--- src/rtl/core/palette_reduce_8bpp_to_4bpp_assert.svh ---
// Assertion macros shared by the palette reduction RTL.
`ifndef PALETTE_REDUCE_8BPP_TO_4BPP_ASSERT_SVH
`define PALETTE_REDUCE_8BPP_TO_4BPP_ASSERT_SVH

// Same-cycle implication, sampled on clock, off while reset is high.
`define PRD_ASSERT_IMPLIES(label, ante, cons, msg) \
   label: assert property (@(posedge clock) disable iff (reset) \
      (ante) |-> (cons)) else $error(msg);

// Next-cycle implication, sampled on clock, off while reset is high.
`define PRD_ASSERT_NEXT(label, ante, cons, msg) \
   label: assert property (@(posedge clock) disable iff (reset) \
      (ante) |=> (cons)) else $error(msg);

`endif

--- src/rtl/core/prd_pkg.sv ---
// Shared constants, result codes and the command type of the palette reducer.
package prd_pkg;

   localparam int SLOTS      = 16;
   localparam int MAX_COLORS = 16;
   localparam int NIB_W      = 4;
   localparam int BYTE_W     = 8;
   localparam int COLOR_W    = 32;
   localparam int SRC_DEPTH  = 256;
   localparam int SRC_AW     = $clog2(SRC_DEPTH);
   localparam int SLOT_W     = $clog2(SLOTS);
   localparam int COUNT_W    = $clog2(SLOTS + 1);
   localparam int QDEPTH     = 4;
   localparam int QPTR_W     = $clog2(QDEPTH);
   localparam int QCNT_W     = $clog2(QDEPTH + 1);
   localparam int KIND_W     = 2;

   localparam logic [KIND_W-1:0] RK_BYTE   = 2'd0;
   localparam logic [KIND_W-1:0] RK_ENTRY  = 2'd1;
   localparam logic [KIND_W-1:0] RK_STATUS = 2'd2;

   localparam logic ITEM_LOAD  = 1'b0;
   localparam logic ITEM_PIXEL = 1'b1;

   // One classified pixel, as handed from the front part to the back part.
   typedef struct packed {
      logic               has_color;
      logic [SLOT_W-1:0]  color_slot;
      logic [COLOR_W-1:0] color;
      logic               has_byte;
      logic [BYTE_W-1:0]  packed_byte;
      logic               has_end;
      logic               success;
   } cmd_type;

endpackage

--- src/rtl/core/prd_queue.sv ---
// Short command queue between the front and back parts.
`include "palette_reduce_8bpp_to_4bpp_assert.svh"

module prd_queue (
   input  logic                       clock,
   input  logic                       reset,
   input  logic                       push,
   input  prd_pkg::cmd_type           push_cmd,
   input  logic                       pop,
   output prd_pkg::cmd_type           head,
   output logic                       empty,
   output logic [prd_pkg::QCNT_W-1:0] count
);
   import prd_pkg::*;

   cmd_type             entry_ff [QDEPTH];
   logic [QPTR_W-1:0]   wr_ptr_ff, wr_ptr_in;
   logic [QPTR_W-1:0]   rd_ptr_ff, rd_ptr_in;
   logic [QCNT_W-1:0]   count_ff, count_in;
   logic                do_pop;

   assign empty  = (count_ff == '0);
   assign do_pop = pop && !empty;
   assign head   = entry_ff[rd_ptr_ff];
   assign count  = count_ff;

   always_comb begin
      wr_ptr_in = wr_ptr_ff;
      rd_ptr_in = rd_ptr_ff;
      count_in  = count_ff;
      if (push) begin
         wr_ptr_in = (wr_ptr_ff == QPTR_W'(QDEPTH - 1)) ? '0 : wr_ptr_ff + QPTR_W'(1);
      end
      if (do_pop) begin
         rd_ptr_in = (rd_ptr_ff == QPTR_W'(QDEPTH - 1)) ? '0 : rd_ptr_ff + QPTR_W'(1);
      end
      if (push && !do_pop) begin
         count_in = count_ff + QCNT_W'(1);
      end else if (do_pop && !push) begin
         count_in = count_ff - QCNT_W'(1);
      end
   end

   always_ff @(posedge clock) begin
      if (reset) begin
         wr_ptr_ff <= '0;
         rd_ptr_ff <= '0;
         count_ff  <= '0;
      end else begin
         wr_ptr_ff <= wr_ptr_in;
         rd_ptr_ff <= rd_ptr_in;
         count_ff  <= count_in;
      end
   end

   always_ff @(posedge clock) begin
      if (push) begin
         entry_ff[wr_ptr_ff] <= push_cmd;
      end
   end

   `PRD_ASSERT_IMPLIES(a_no_push_when_full, push, count_ff != QCNT_W'(QDEPTH),
      "command pushed into a full queue")

endmodule

--- config.mk ---
export PLATFORM = sky130hd
export DESIGN_NAME = prd_queue
export DESIGN_NICKNAME = d
export VERILOG_FILES = /design/src/rtl/core/prd_pkg.sv /design/src/rtl/core/prd_queue.sv
export VERILOG_INCLUDE_DIRS = /design/src /design/src/rtl/core
export SDC_FILE = /design/constraint.sdc
export NUM_CORES = 1
export LEC_CHECK = 0
export BUFFER_PORTS_ARGS = -buffer_cell sky130_fd_sc_hd__buf_2
export CAP_MARGIN = 20
export CELL_PAD_IN_SITES_DETAIL_PLACEMENT = 1
export CELL_PAD_IN_SITES_GLOBAL_PLACEMENT = 1
export CORE_MARGIN = 5
export CORE_UTILIZATION = 45
export CTS_BUF_LIST = sky130_fd_sc_hd__clkbuf_8
export CTS_CLUSTER_SIZE = 16
export DETAILED_ROUTE_END_ITERATION = 6
export PLACE_DENSITY = 0.75
export SETUP_SLACK_MARGIN = 0.02
export SKIP_LAST_GASP = 1
export SLEW_MARGIN = 20
export SYNTH_ARGS = -nofsm -noshare
export SYNTH_HDL_FRONTEND = slang
export SYNTH_SLANG_ARGS = --single-unit
export TNS_END_PERCENT = 10
--- constraint.sdc ---
create_clock -name clock -period 2.5 [get_ports clock]
set_input_delay 0.375 -clock clock [delete_from_list [all_inputs] [get_ports clock]]
set_output_delay 0.375 -clock clock [all_outputs]
set_load 0.02 [all_outputs]
==> metrics.md <==
| Metric | Value |
|---|---|
| Status | finished, final reports clean |
| Cell area after layout | 0.008939 sq mm |
| Die Ht | 137.9 um |
| Port Buffers | 103 |
| Synthesized net count | 352 |
| RSZ-0062 raised after global routing | no |
| Grt total ovfl | 0 |
| Total Routing Usage GR | 15.36% |
| Max incr delay on CP | 590 ps |
| Fin. max-slew vios | 0 |
| Netlist cell types | 20 |
| Full die area | 0.01901 sq mm |
| Fmax achieved | 428.9 MHz |
| Layout cells sized above 1 | 47.11% |
| Most frequent cells in the layout | edfxtp_1 (192), buf_2 (103), mux4_2 (48) |
| WS Path Type | flip-flop to primary output |
| Worst-Skew Late Latency | 490 ps |
| Antenna Nets Post-Route | 0 |
| Initial antenna violation count | 2 |
| Final Hold Viols | 0 |
| Crit share post-route | 93.26% |
| Clock sinks | 201 |
| Clock transition at path regs | 60 ps |
| Number of global-route vias before repair | 3905 |
| Setup Fix Bufs, Post-CTS | 0 |
| DP Cell Count | 615 |
| Root buffer cell | clkbuf_8 |
| Final #Nets | 501 |
| Type of origin of the critical path | flip-flop |
| Global-route wire length before repair | 21.64 mm |
| Yosys warning count | 0 |
| CTS Buf Count | 34 |
| Starting Density | 46.15% |
| Pin count of the biggest net entering global routing | 33 |
| Layout Cells excl Fill | 683 |
| Rows | 46 |
| Slew Limit Headroom | 67.01% |
| ANT cells | 0 |
| Pre-antenna DRT Iters | 4 |
| Critical-path top delay cell | dfxtp_2 |
| Buf/Inv on CP | 2 |
| Critical Path End Type | primary output |
| Largest cells by area after synthesis | edfxtp_1 (78%), mux4_2 (15%), dfxtp_1 (2.4%) |
| Worst EP required | 2120 ps |
| Mapped Avg Cell Area | 25.11 sq um |
| Area growth from synthesis to layout | 21.48% |
| Cell taking the most area after synthesis | edfxtp_1 |
| Cell Area, Placed | 0.008230 sq mm |
| Htree depth | 2 |
| Fillers | 1436 |
| Hold slack | 93.89 ps |
| Post-CTS resize count | 0 |
| Post-DP HPWL | 9.064 mm |
| Arrival @ worst endpoint | 1960 ps |
| Worst-path fanout max | 14 |
| WL per Instance | 21.10 um |
| Final setup viols | 0 |
| Sequential area share after synthesis | 80.80% |
| Core area | 0.01594 sq mm |
| PwrDens | 963.6 mW/mm^2 |
| DRT iter0 DRCs | 146 |
| Setup tns final | 0 ps |
| Worst Clk Skew | 12.87 ps |
| Crit path max-delay family | flip-flops |
| CTS tree | yes |
| Hold_buf cts | 0 |
| Mapped Cells | 293 |
| Cell leakage power | 3.128 nW |
| HP Start | push_cmd[28] |
| I/O Pins | 104 |
| Hold crit path type | input port to flip-flop |
| Max-cap violations | 0 |
| Storage element area | 0.005951 sq mm |
| Clock Path Buffers | 3 |
| Synth top area share | 78.35% |
| Worst Max-Slew Pin Slew | 494.8 ps |
| Synth Cell Area | 0.007358 sq mm |
| DRC Markers | 0 |
| Die X | 137.9 um |
| Total Wirelength | 14.41 mm |
| DR vias/cell | 5.083 |
| VDD IR max | 0.4198 mV |
| Area of the multi-input gates | 0.001335 sq mm |
| RR Startpoint | count[1] |
| Vias | 3472 |
| CP Cell Sequence | buf_4 -> mux4_2 -> buf_2 |
| Commonest non-fill, non-tap cell in the layout | edfxtp_1 |
| Fin crit period | 2331 ps |
| Flops & latches, synth | 201 |
| GPL Wtd Cong | 0.7042 |
[area by class of cell]
cell class	count	share of cell area (%)
sequential	201	66.57
multi-input combinational	79	14.94
timing repair buffer	123	8.007
clock inverter	24	1.638
clock buffer	37	5.697
tap	216	3.024
inverter	3	0.1260
[logic make-up after synthesis]
kind of cell	count (synthesis)	share of synthesized area [%]
DFF	201	80.80
and+or+nand+nor	14	0.9350
muxes	52	15.24
buffers and inverters	13	1.122
adders and majority gates	7	1.292
AOI/OAI and AO/OA	4	0.3740
xor gates and xnor gates	2	0.2381
[metrics by stage]
step,total power [W],worst slack [ps],utilization (%)
global placement,0.005822,435.2,51.62
global route,0.009044,66.28,56.07
finish,0.008613,168.5,56.07
CTS,0.008710,25.97,55.74
detailed placement,0.005883,254.8,51.62
floorplan,0.005266,392.4,-
[synthesized netlist by cell type]
library cell and instances:
edfxtp_1 192, mux4_2 48, dfxtp_1 9, ha_1 6, nor2_1 6, and2_1 4
mux2i_1 4, buf_2 3, buf_6 3, inv_1 3, a21oi_1 2, buf_4 2
clkbuf_1 2, or3_1 2, xor2_1 2, fa_1 1, nand2_1 1, nor3_1 1
o21ai_0 1, o31ai_2 1
[layer usage]
| layer | routed length (um) | up-vias | global-route usage, % |
|---|---|---|---|
| li1 | - | 1552 | - |
| met1 | 5628 | 1761 | 18.65 |
| met2 | 7390 | 121 | 26.03 |
| met3 | 1080 | 34 | 5.298 |
| met4 | 282 | 4 | 4.830 |
| met5 | 27 | - | 0 |
[power breakdown]
group | internal, W | switching [W] | total [W]
Combinational | 0.000844 | 0.000993 | 0.00184
Clock | 0.00157 | 0.00122 | 0.00278
Sequential | 0.00388 | 0.000111 | 0.00399
Total | 0.00629 | 0.00232 | 0.00861
[registers in the layout (all words and copies together) (netlist names), named ones only]
name	count
entry_ff	192
rd_ptr_ff	2
count	3
wr_ptr_ff	2
[path summary, 6_finish.rpt]
check | cells past startpoint | slack [ps] | end
max | 3 | 170 | head[41]
min | 1 | 90 | entry_ff[3][28]
max reg2reg | 7 | 260 | count[2]
min reg2reg | 2 | 500 | flip-flop
Note: power is estimated with default switching activity, not from simulation.
