**src/rtl/core/palette_reduce_8bpp_to_4bpp_assert.svh**
```systemverilog
// Assertion macros shared by the palette reduction RTL.
`ifndef PALETTE_REDUCE_8BPP_TO_4BPP_ASSERT_SVH
`define PALETTE_REDUCE_8BPP_TO_4BPP_ASSERT_SVH

// Same-cycle implication, sampled on clock, off while reset is high.
`define PRD_ASSERT_IMPLIES(label, ante, cons, msg) \
   label: assert property (@(posedge clock) disable iff (reset) \
      (ante) |-> (cons)) else $error(msg);

// Next-cycle implication, sampled on clock, off while reset is high.
`define PRD_ASSERT_NEXT(label, ante, cons, msg) \
   label: assert property (@(posedge clock) disable iff (reset) \
      (ante) |=> (cons)) else $error(msg);

`endif

```
**src/rtl/core/prd_pkg.sv**
```systemverilog
// Shared constants, result codes and the command type of the palette reducer.
package prd_pkg;

   localparam int SLOTS      = 16;
   localparam int MAX_COLORS = 16;
   localparam int NIB_W      = 4;
   localparam int BYTE_W     = 8;
   localparam int COLOR_W    = 32;
   localparam int SRC_DEPTH  = 256;
   localparam int SRC_AW     = $clog2(SRC_DEPTH);
   localparam int SLOT_W     = $clog2(SLOTS);
   localparam int COUNT_W    = $clog2(SLOTS + 1);
   localparam int QDEPTH     = 4;
   localparam int QPTR_W     = $clog2(QDEPTH);
   localparam int QCNT_W     = $clog2(QDEPTH + 1);
   localparam int KIND_W     = 2;

   localparam logic [KIND_W-1:0] RK_BYTE   = 2'd0;
   localparam logic [KIND_W-1:0] RK_ENTRY  = 2'd1;
   localparam logic [KIND_W-1:0] RK_STATUS = 2'd2;

   localparam logic ITEM_LOAD  = 1'b0;
   localparam logic ITEM_PIXEL = 1'b1;

   // One classified pixel, as handed from the front part to the back part.
   typedef struct packed {
      logic               has_color;
      logic [SLOT_W-1:0]  color_slot;
      logic [COLOR_W-1:0] color;
      logic               has_byte;
      logic [BYTE_W-1:0]  packed_byte;
      logic               has_end;
      logic               success;
   } cmd_type;

endpackage

```
**src/rtl/core/prd_back.sv**
```systemverilog
// Back part: expands commands into packed bytes, palette entries and status.
`include "palette_reduce_8bpp_to_4bpp_assert.svh"

module prd_back (
   input  logic                          clock,
   input  logic                          reset,
   input  prd_pkg::cmd_type              head,
   input  logic                          q_empty,
   output logic                          q_pop,
   output logic                          rsp_empty,
   input  logic                          rsp_pop,
   output logic [prd_pkg::KIND_W-1:0]    rsp_result_kind,
   output logic [prd_pkg::BYTE_W-1:0]    rsp_packed_byte,
   output logic [prd_pkg::NIB_W-1:0]     rsp_new_index,
   output logic [prd_pkg::COLOR_W-1:0]   rsp_new_color,
   output logic                          rsp_success,
   output logic                          rsp_run_end
);
   import prd_pkg::*;

   localparam logic [1:0] ST_HEAD = 2'd0;
   localparam logic [1:0] ST_PAL  = 2'd1;
   localparam logic [1:0] ST_STAT = 2'd2;

   logic [1:0]          st_ff, st_in;
   logic [SLOT_W-1:0]   idx_ff, idx_in;
   logic [COLOR_W-1:0]  sh_color_ff [SLOTS];
   logic [SLOTS-1:0]    sh_valid_ff;
   logic                sh_we;
   logic                sh_clear;
   logic                slot_free;
   logic                load_out;

   logic                out_valid_ff, out_valid_in;
   logic [KIND_W-1:0]   o_kind, o_kind_ff;
   logic [BYTE_W-1:0]   o_byte, o_byte_ff;
   logic [NIB_W-1:0]    o_index, o_index_ff;
   logic [COLOR_W-1:0]  o_color, o_color_ff;
   logic                o_success, o_success_ff;
   logic                o_end, o_end_ff;

   assign slot_free = !out_valid_ff || rsp_pop;

   always_comb begin
      st_in     = st_ff;
      idx_in    = idx_ff;
      q_pop     = 1'b0;
      load_out  = 1'b0;
      sh_we     = 1'b0;
      sh_clear  = 1'b0;
      o_kind    = RK_BYTE;
      o_byte    = '0;
      o_index   = '0;
      o_color   = '0;
      o_success = 1'b0;
      o_end     = 1'b0;
      case (st_ff)
         ST_HEAD: begin
            if (!q_empty) begin
               if (head.has_byte) begin
                  if (slot_free) begin
                     load_out = 1'b1;
                     o_byte   = head.packed_byte;
                     sh_we    = head.has_color;
                     if (head.has_end) begin
                        st_in = head.success ? ST_PAL : ST_STAT;
                     end else begin
                        q_pop = 1'b1;
                     end
                  end
               end else if (head.has_end) begin
                  sh_we = head.has_color;
                  st_in = head.success ? ST_PAL : ST_STAT;
               end else begin
                  sh_we = head.has_color;
                  q_pop = 1'b1;
               end
            end
         end
         ST_PAL: begin
            if (slot_free) begin
               load_out = 1'b1;
               o_kind   = RK_ENTRY;
               o_index  = NIB_W'(idx_ff);
               o_color  = sh_valid_ff[idx_ff] ? sh_color_ff[idx_ff] : '0;
               if (idx_ff == SLOT_W'(SLOTS - 1)) begin
                  idx_in = '0;
                  st_in  = ST_STAT;
               end else begin
                  idx_in = idx_ff + SLOT_W'(1);
               end
            end
         end
         ST_STAT: begin
            if (slot_free) begin
               load_out  = 1'b1;
               o_kind    = RK_STATUS;
               o_success = head.success;
               o_end     = 1'b1;
               q_pop     = 1'b1;
               sh_clear  = 1'b1;
               st_in     = ST_HEAD;
            end
         end
         default: begin
            st_in = ST_HEAD;
         end
      endcase
      out_valid_in = load_out || (out_valid_ff && !rsp_pop);
   end

   always_ff @(posedge clock) begin
      if (reset) begin
         st_ff        <= ST_HEAD;
         idx_ff       <= '0;
         sh_valid_ff  <= '0;
         out_valid_ff <= 1'b0;
      end else begin
         st_ff        <= st_in;
         idx_ff       <= idx_in;
         out_valid_ff <= out_valid_in;
         if (sh_clear) begin
            sh_valid_ff <= '0;
         end else if (sh_we) begin
            sh_valid_ff[head.color_slot] <= 1'b1;
         end
      end
   end

   always_ff @(posedge clock) begin
      if (sh_we) begin
         sh_color_ff[head.color_slot] <= head.color;
      end
      if (load_out) begin
         o_kind_ff    <= o_kind;
         o_byte_ff    <= o_byte;
         o_index_ff   <= o_index;
         o_color_ff   <= o_color;
         o_success_ff <= o_success;
         o_end_ff     <= o_end;
      end
   end

   assign rsp_empty       = !out_valid_ff;
   assign rsp_result_kind = o_kind_ff;
   assign rsp_packed_byte = o_byte_ff;
   assign rsp_new_index   = o_index_ff;
   assign rsp_new_color   = o_color_ff;
   assign rsp_success     = o_success_ff;
   assign rsp_run_end     = o_end_ff;

   `PRD_ASSERT_IMPLIES(a_pal_needs_end, st_ff == ST_PAL,
      !q_empty && head.has_end && head.success, "palette dump without a good end command")
   `PRD_ASSERT_NEXT(a_stat_returns, (st_ff == ST_STAT) && slot_free,
      st_ff == ST_HEAD, "status transfer did not return to the head state")

endmodule

```
**config.mk**
```make
export PLATFORM = sky130hd
export DESIGN_NAME = prd_back
export DESIGN_NICKNAME = d
export VERILOG_FILES = /design/src/rtl/core/prd_pkg.sv /design/src/rtl/core/prd_back.sv
export VERILOG_INCLUDE_DIRS = /design/src /design/src/rtl/core
export SDC_FILE = /design/constraint.sdc
export NUM_CORES = 1
export LEC_CHECK = 0
export ABC_AREA = 1
export BUFFER_PORTS_ARGS = -buffer_cell sky130_fd_sc_hd__buf_2
export CAP_MARGIN = 30
export CORE_MARGIN = 1
export CORE_UTILIZATION = 42
export CTS_BUF_LIST = sky130_fd_sc_hd__clkbuf_8
export CTS_CLUSTER_DIAMETER = 100
export DETAILED_ROUTE_END_ITERATION = 16
export GPL_TIMING_DRIVEN = 0
export HOLD_SLACK_MARGIN = 0.06
export PLACE_DENSITY_LB_ADDON = 0.08
export SLEW_MARGIN = 10
export SYNTH_ARGS = -nofsm -noshare
export SYNTH_HDL_FRONTEND = slang
export SYNTH_SLANG_ARGS = --single-unit
```
**constraint.sdc**
```tcl
create_clock -name clock -period 3.8 [get_ports clock]
set_input_delay 1.14 -clock clock [delete_from_list [all_inputs] [get_ports clock]]
set_output_delay 1.14 -clock clock [all_outputs]
set_load 0.005 [all_outputs]
```
==> impl_results.md, run 1 <==
* Status: finished, final reports clean
* Post_cts resized at 0
* Worst slew margin at 28.1%
* Final Cell Area at 27,200 um2
* Critical path's slowest cell: dfxtp_1
* Crit path max-delay family: flip-flops
* Hold path startpoint: sh_valid_ff[6]
* Die X at 239 um
* Worst path max stage delay at 0.34 ns
* Crit end category: primary output
* Post-Syn Area per Cell at 11.3 um2
* Total Power at 16.5 mW
* Layout net count at 2,359
* Level count of the clock H-tree at 3
* Register area share after synthesis at 73.0%
* Final TNS setup at 0 ns
* Antenna violations before repair at 1
* RSZ-0062 raised after global routing: no
* Hold Path Class: reg -> reg
* Clock Power Share at 30.0%
* Yosys warnings at 0
* Die H at 239 um
* Worst reg-to-reg path cell count at 8
* Root buffer cell: clkbuf_8
* Final hold violations at 0
* Required time worst endpoint at 2.66 ns
* Grt ovf at 0
* # fillers at 5,120
* Synth Area in Compound Gates at 4.68%
* Via count at 16,000
* Pre-CTS worst setup slack at 0.648 ns
* Hpwl dp at 45,000 um
* Yosys reg bits at 582
* Critical path peak fanout at 5
* Worst Path Arrival at 2.00 ns
* Reg clk slew, reported paths at 0.06 ns
* Core box area at 55,300 um2
* Setup Skew at 0.0226 ns
* Die area at 57,200 um2
* Startpoint Class: register
* First-pass GRT wire length at 102,000 um
* Total GRT Usage at 24.8%
* Fin worst setup slack at 0.663 ns
* Post-CTS Setup Bufs at 0
* CTS Buf Count at 97
* Worst-Skew Late Latency at 0.69 ns
* CTS Buffer Depth at 3
* Peak Freq at 319 MHz
* Final setup vio count at 0
* CTS sink count at 582
* CP cell instances: inv_1 -> ha_1 -> inv_1 -> or2_2 -> o21ai_0 -> buf_2
* Vias in the first global route at 15,400
* Area grow syn2layout at 15.0%
* Slew of the pin with the lowest slew margin at 1.08 ns
* Pins Over Slew Limit at 0
* Io pins at 102
* Post-synthesis mux area share at 0%
* Cell leakage power at 10.5 nW
* Final period util at 82.6%
* Post-route ant nets at 0
* Worst R2R Start: idx_ff[2]
* Number of max-cap violations at 0
* Synth cell types at 25
* Final Wtd Congestion at 0.806
* Via density per instance at 5.10
* Tmin final at 3.14 ns
* Number of port buffers at 101
* Hold Path End: sh_valid_ff[6]
* CTS tree: built
* # DRC at 0
* Placed Area at 25,500 um2
* Simple-gate area share of the yosys netlist at 17.7%
* Rows at 86
* Logic pwr share at 24.1%
* DR iter-0 viols at 1,511
* Hold path cells at 2
* Post-Synth Adder-Cell Area at 0.265%
* Peak supply drop at 0.364 mV
* Initial Util at 42.7%
* Reg power frac at 45.8%
* Syn Nets at 2,141
* Detailed-router iteration count before antenna repair at 8
* Share of cells above drive strength 1 at 12.7%
* XOR/XNOR Fraction of Synth Area at 0%
* Largest net degree at the start of global routing at 29
* Cell Area, Synth at 23,600 um2
* Buf/Inv on CP at 3
* Worst r2r dst: rsp_new_color[31]
* Wirelength per Cell at 22.1 um
* Net Sw Frac at 33.1%
* Psw at 5.47 mW
* Int Pwr at 11.1 mW
* Crit-path most repeated cell: inv_1
* Hold-fix buffers, CTS at 0
* Synth Instances at 2,084
* Power Dens Cells at 609 nW/um2
* WL final at 69,300 um
* WS Path Type: reg -> out
* Main combinational cell family by area after synthesis: simple AND/OR/NAND/NOR gates
* Setup slack, reg-to-reg at 0.96 ns
cell usage after synthesis:
library cell	instances	area [um2]
a211oi_1	1	7.51
a21o_1	1	7.51
a21oi_1	22	110
a31oi_1	1	6.26
buf_1	14	52.6
buf_2	31	155
buf_4	13	97.6
buf_6	5	56.3
clkbuf_1	52	195
clkinv_1	2	7.51
dfxtp_1	23	460
edfxtp_1	559	16800
ha_1	5	62.6
inv_1	122	458
inv_2	1	3.75
nand2_1	644	2420
nand2_2	1	6.26
nand3_1	141	706
nand3b_1	1	7.51
nand4_1	2	12.5
nor2_1	272	1020
nor3_1	3	15.0
o211ai_1	55	413
o21ai_0	112	561
or2_2	1	6.26
cell type report:
type                    count  area (um2)  share of cell area (%)
repair buffers            119         891                    3.28
inverters                 125         469                    1.73
clock inverters            81         344                    1.27
flip-flops and latches    582       17200                    63.5
diodes                      1        2.50                 0.00921
plain buffers             115         557                    2.05
clock buffers              99        1360                    5.02
multi-input cells        1262        5360                    19.7
well taps                 748         936                    3.44
worst reg2reg max path, cell delays in order (launching register included):
cell	delay, ns
dfxtp_1	0.30
buf_2	0.27
clkbuf_1	0.73
clkbuf_1	0.73
nand3_1	0.22
nand2_1	0.12
nand2_1	0.05
nand2_1	0.11
nor2_1	0.05
sequential cells by signal, indices dropped and copies added, names as in the netlist:
signal / cells
sh_color_ff: 512
rsp_new_color: 32
sh_valid_ff: 16
rsp_packed_byte: 8
idx_ff: 4
rsp_new_index: 4
rsp_result_kind: 2
st_ff: 2
out_valid_ff: 1
rsp_success: 1
layout by cell type (no fill, tap or decap), types with 3 or more instances in the layout:
cell        instances
nand2_1           644
edfxtp_1          559
nor2_1            272
inv_1             145
nand3_1           141
buf_2             132
o21ai_0           112
clkbuf_8           99
o211ai_1           55
clkbuf_1           52
clkinv_1           28
dfxtp_1            23
a21oi_1            22
inv_2              18
buf_1              14
buf_4              13
buf_12             13
clkinv_2            8
buf_6               5
ha_1                5
clkinvlp_4          4
buf_16              4
nor3_1              3
inv_6               3
layer usage:
metal  track usage, %  part of all wire [%]  up-vias
met2             39.6                    47      611
met1             34.8                    44     7752
met4             7.71                   2.1        0
li1                 -                     -     7518
met5                0                     0        -
met3             3.84                   6.8      101
worst max path at each step:
stage                     slack (ns)                 to     start  depth (start not counted)
after floorplan                 0.73   rsp_new_color[0]   rsp_pop                          5
after global placement         -0.36  rsp_new_color[13]   rsp_pop                          6
after detailed placement        0.65  rsp_new_color[13]   rsp_pop                          7
after CTS                       0.63              q_pop  st_ff[0]                          6
after global routing            0.54              q_pop  st_ff[1]                          6
final                           0.66              q_pop  st_ff[0]                          6
cells by family after synthesis:
| kind of cell | after synthesis |
|---|---|
| AND/OR/NAND/NOR | 1065 |
| flip-flops | 582 |
| buffers and inverters | 240 |
| AO/OA/AOI/OAI | 192 |
| adder cells (fa/ha/maj) | 5 |
power by group through the flow:
stage | Clock (mW) | Sequential (mW) | Combinational (mW)
after floorplan | 0 | 7.76 | 2.21
after global placement | 0 | 7.73 | 3.91
after detailed placement | 0 | 7.72 | 4.01
after CTS | 5.07 | 7.59 | 4.02
after global routing | 5.35 | 7.61 | 4.41
final | 4.97 | 7.58 | 3.99
through the flow:
stage | hold WS, ns | instances | utilization (%)
6_report | 0.458 | 3132 | 49.1
3_3_place_gp | 0.445 | 2933 | 45.3
5_1_grt | 0.479 | 3132 | 49.1
4_1_cts | 0.460 | 3131 | 49.1
2_1_floorplan | 0.435 | 2084 | -
3_5_place_dp | 0.452 | 2951 | 46.0
(Power assumes the default switching activity.)
==> run 2, diff against run 1 <==
--- a/config.mk
+++ b/config.mk
@@ -6,7 +6,7 @@
 export SDC_FILE = /design/constraint.sdc
 export NUM_CORES = 1
 export LEC_CHECK = 0
-export ABC_AREA = 1
+export ABC_AREA = 0
 export BUFFER_PORTS_ARGS = -buffer_cell sky130_fd_sc_hd__buf_2
 export CAP_MARGIN = 30
 export CORE_MARGIN = 1
==> constraint.sdc (replaced) <==
create_clock -name clock -period 2.55 [get_ports clock]
set_input_delay 0.765 -clock clock [delete_from_list [all_inputs] [get_ports clock]]
set_output_delay 0.765 -clock clock [all_outputs]
set_load 0.005 [all_outputs]
==> impl_results.md, run 2 <==
* Synth Instances at 986 (-53%)
* Asr flop ratio synth at 0% (unchanged)
* Reg power frac at 53.0% (+7.2 points)
* Slew of the pin with the lowest slew margin at 0.900 ns (-0.179 ns)
* Setup Skew at 0.0236 ns (+0.00101 ns)
* Io pins at 102 (unchanged)
* Cell leakage power at 8.44 nW (-20%)
* Share of cells above drive strength 1 at 35.6% (+23 points)
* Die H at 231 um (-3.5%)
* Sequential cell area at 17,300 um2 (about the same)
* Number of synthesized flops with an enable pin at 559 (unchanged)
* Main combinational cell family by area after synthesis: multiplexers
* Critical path peak fanout at 4 (-1)
* Syn Nets at 1,043 (-51%)
* Hpwl dp at 32,800 um (-27%)
* Final hold violations at 0 (unchanged)
* Synth cell types at 37 (+48%)
* CP cell instances: inv_2 -> ha_4 -> nor2b_4 -> nand2_1 -> o21bai_1 -> buf_2
* Final Wtd Congestion at 0.722 (-10%)
* Area grow syn2layout at 18.1%
* Tmin final at 2.45 ns
* CTS Buf Count at 96 (-1.0%)
* Most common cell after layout, fill and taps aside: edfxtp_1
* # DRC at 0 (unchanged)
* Logic pwr share at 12.9% (-11 points)
* CTS Buffer Depth at 3 (unchanged)
* Rows at 83 (-3.5%)
* Placed Area at 23,900 um2 (-6.0%)
* Int Pwr at 16.0 mW (+45%)
* Largest cells by area after synthesis: edfxtp_1 (76%), mux4_2 (13%), a22oi_1 (3.3%), dfxtp_1 (2.1%), buf_2 (0.64%)
* # fillers at 4,224 (-18%)
* Via count at 10,900 (-32%)
* Worst Path Arrival at 1.68 ns (-0.32 ns)
* Synth Area in Compound Gates at 4.42% (-0.26 points)
* Worst path max stage delay at 0.33 ns (about the same)
* Post-Syn Area per Cell at 22.3 um2 (+97%)
* Ys flop type: edfxtp_1
* Clock Power Share at 34.1% (+4.1 points)
* Post-route ant nets at 0 (unchanged)
* Commonest cells in the netlist: edfxtp_1 (559), mux4_2 (130), a22oi_1 (98), buf_2 (28), dfxtp_1 (23)
* Grt ovf at 0 (unchanged)
* Core box area at 51,500 um2 (-6.9%)
* Reg clk slew, reported paths at 0.06 ns (about the same)
* Synth area leader: edfxtp_1
* Worst slew margin at 40.0% (+12 points)
* Worst-Skew Late Latency at 0.67 ns (-0.02 ns)
* Wirelength per Cell at 26.5 um (+20%)
* Number of port buffers at 100 (-0.99%)
* Final setup vio count at 0 (unchanged)
* Yosys warnings at 0 (unchanged)
* RSZ-0062 raised after global routing: yes
* DR iter-0 viols at 1,051 (-30%)
* Status: finished, final reports clean
* Post-synthesis mux area share at 13.5% (+13 points)
* Via density per instance at 5.48 (+7.3%)
* Final TNS setup at 0 ns (unchanged)
* Register name with the most flops: sh_color_ff
* First-pass GRT wire length at 76,900 um (-24%)
* Required time worst endpoint at 1.79 ns (-0.87 ns)
* Register area share after synthesis at 78.4% (+5.5 points)
* Hold Path Class: in -> reg
* Level count of the clock H-tree at 3 (unchanged)
* Post-Synth Adder-Cell Area at 0.285% (+0.020 points)
* Critical path's slowest cell: dfxtp_2
* Number of max-cap violations at 0 (unchanged)
* Cell Area, Synth at 22,000 um2 (-7.0%)
* Largest net degree at the start of global routing at 24 (-17%)
* Initial Util at 42.7% (about the same)
* Root buffer cell: clkbuf_8
* WL final at 52,700 um (-24%)
* Detailed-router iteration count before antenna repair at 5 (-3)
* Psw at 5.24 mW (-4.3%)
* Final period util at 96.0%
* Final Cell Area at 26,000 um2 (-4.4%)
* CTS sink count at 582 (unchanged)
* Startpoint Class: register
* Die area at 53,300 um2 (-6.9%)
* Net Sw Frac at 24.6% (-8.5 points)
* Max reg flops at 512 (unchanged)
* Crit end category: primary output
* XOR/XNOR Fraction of Synth Area at 0.0398% (+0.040 points)
* Layout net count at 1,289 (-45%)
* Synth top area share at 76.3% (+5.3 points)
* Peak supply drop at 0.440 mV (+21%)
* CTS tree: built
* WS Path Type: reg -> out
* Most frequent cells in the layout: edfxtp_1 (559), mux4_2 (130), buf_2 (128)
* Power Dens Cells at 819 nW/um2 (+34%)
* Vias in the first global route at 11,300 (-27%)
* Antenna violations before repair at 1 (unchanged)
* Yosys reg bits at 582 (unchanged)
* Die X at 231 um (-3.5%)
* Peak Freq at 408 MHz
* Total GRT Usage at 20.4% (-4.4 points)
* Top-count cell post-synth: edfxtp_1
* Pins Over Slew Limit at 0 (unchanged)
* Simple-gate area share of the yosys netlist at 1.70% (-16 points)
* Multi-input combinational cell area at 4550 um2 (-15%)
run 2: cell types whose count changed after synthesis, sizes merged, moves of 16 or more:
| cell | before | now |
|---|---|---|
| buf | 63 | 40 |
| o21ai | 112 | 4 |
| o21a | 0 | 16 |
| a21oi | 22 | 6 |
| nand3 | 141 | 4 |
| inv | 123 | 8 |
| nor2 | 272 | 17 |
| clkbuf | 52 | 18 |
| a22oi | 0 | 98 |
| mux4 | 0 | 130 |
| nand2 | 645 | 6 |
| o211ai | 55 | 2 |
run 2: worst paths after layout:
path                                      from               end  slack, ns  depth (start not counted)
worst max-delay path                  st_ff[1]             q_pop       0.10                          6
worst min register to register  sh_valid_ff[9]    sh_valid_ff[9]       0.46                          1
worst max register to register       idx_ff[0]  rsp_new_color[9]       0.11                          5
worst min-delay path                     reset      out_valid_ff       0.36                          2
run 2: area by class of cell:
type,count,area share [%]
Antenna cell,1,0.00963
Buffer,58,1.27
Clock buffer,97,5.14
Clock inverter,73,1.33
Inverter,8,0.116
Multi-Input combinational cell,338,17.5
Sequential cell,582,66.4
Tap cell,680,3.28
Timing Repair Buffer,148,4.92
run 2: power by group through the flow:
stage	Sequential, mW	Combinational (mW)	Clock [mW]
after floorplan	11.5	1.44	0
after global placement	11.5	2.55	0
after detailed placement	11.5	2.74	0
after CTS	11.3	2.81	7.47
after global routing	11.3	2.98	7.89
final	11.3	2.74	7.24
run 2: stage by stage:
stage                     util [%]  hold WS [ns]  total power [mW]  worst slack (ns)  cells
final                         50.4         0.363              21.3             0.102   1985
after global routing          50.4         0.334              22.2          -0.00124   1984
after CTS                     50.3         0.298              21.6            0.0168   1981
after detailed placement      46.4         0.452              14.2            -0.465   1789
after global placement        45.4         0.443              14.0             -2.63   1766
after floorplan                  -         0.435              13.0            -0.511    986
run 2: what timing repair did:
| item | in CTS | in global routing |
|---|---|---|
| resized for setup | 9 | 5 |
| pin swaps | 12 | 3 |
| hold buffers | 0 | 0 |
| setup buffers | 22 | 3 |
| endpoints found under the setup margin | 297 | 59 |
run 2: cells by family (layout without fill, tap and decap cells):
logic type | after synthesis | after routing
AOI/OAI and AO/OA | 131 | 131
xor gates and xnor gates | 1 | 1
adders and majority gates | 5 | 5
buffers and inverters | 66 | 384
DFF | 582 | 582
muxes | 134 | 134
other | 0 | 1
and+or+nand+nor | 67 | 67
run 2: metal layers:
metal	wire length, um	GRT usage [%]	up-vias
met5	0	0	-
met4	961	6.27	0
met3	2910	3.99	65
met2	25700	32.9	325
met1	23000	28.0	5772
li1	-	-	4707
run 2: worst max-delay path: cells and delay by family, from the launching register on:
family                   cells  cell delay, ns
AO/OA/AOI/OAI                1            0.12
flip-flops                   1            0.33
adder cells (fa/ha/maj)      1            0.15
AND/OR/NAND/NOR              2            0.19
buffers and inverters        2            0.21
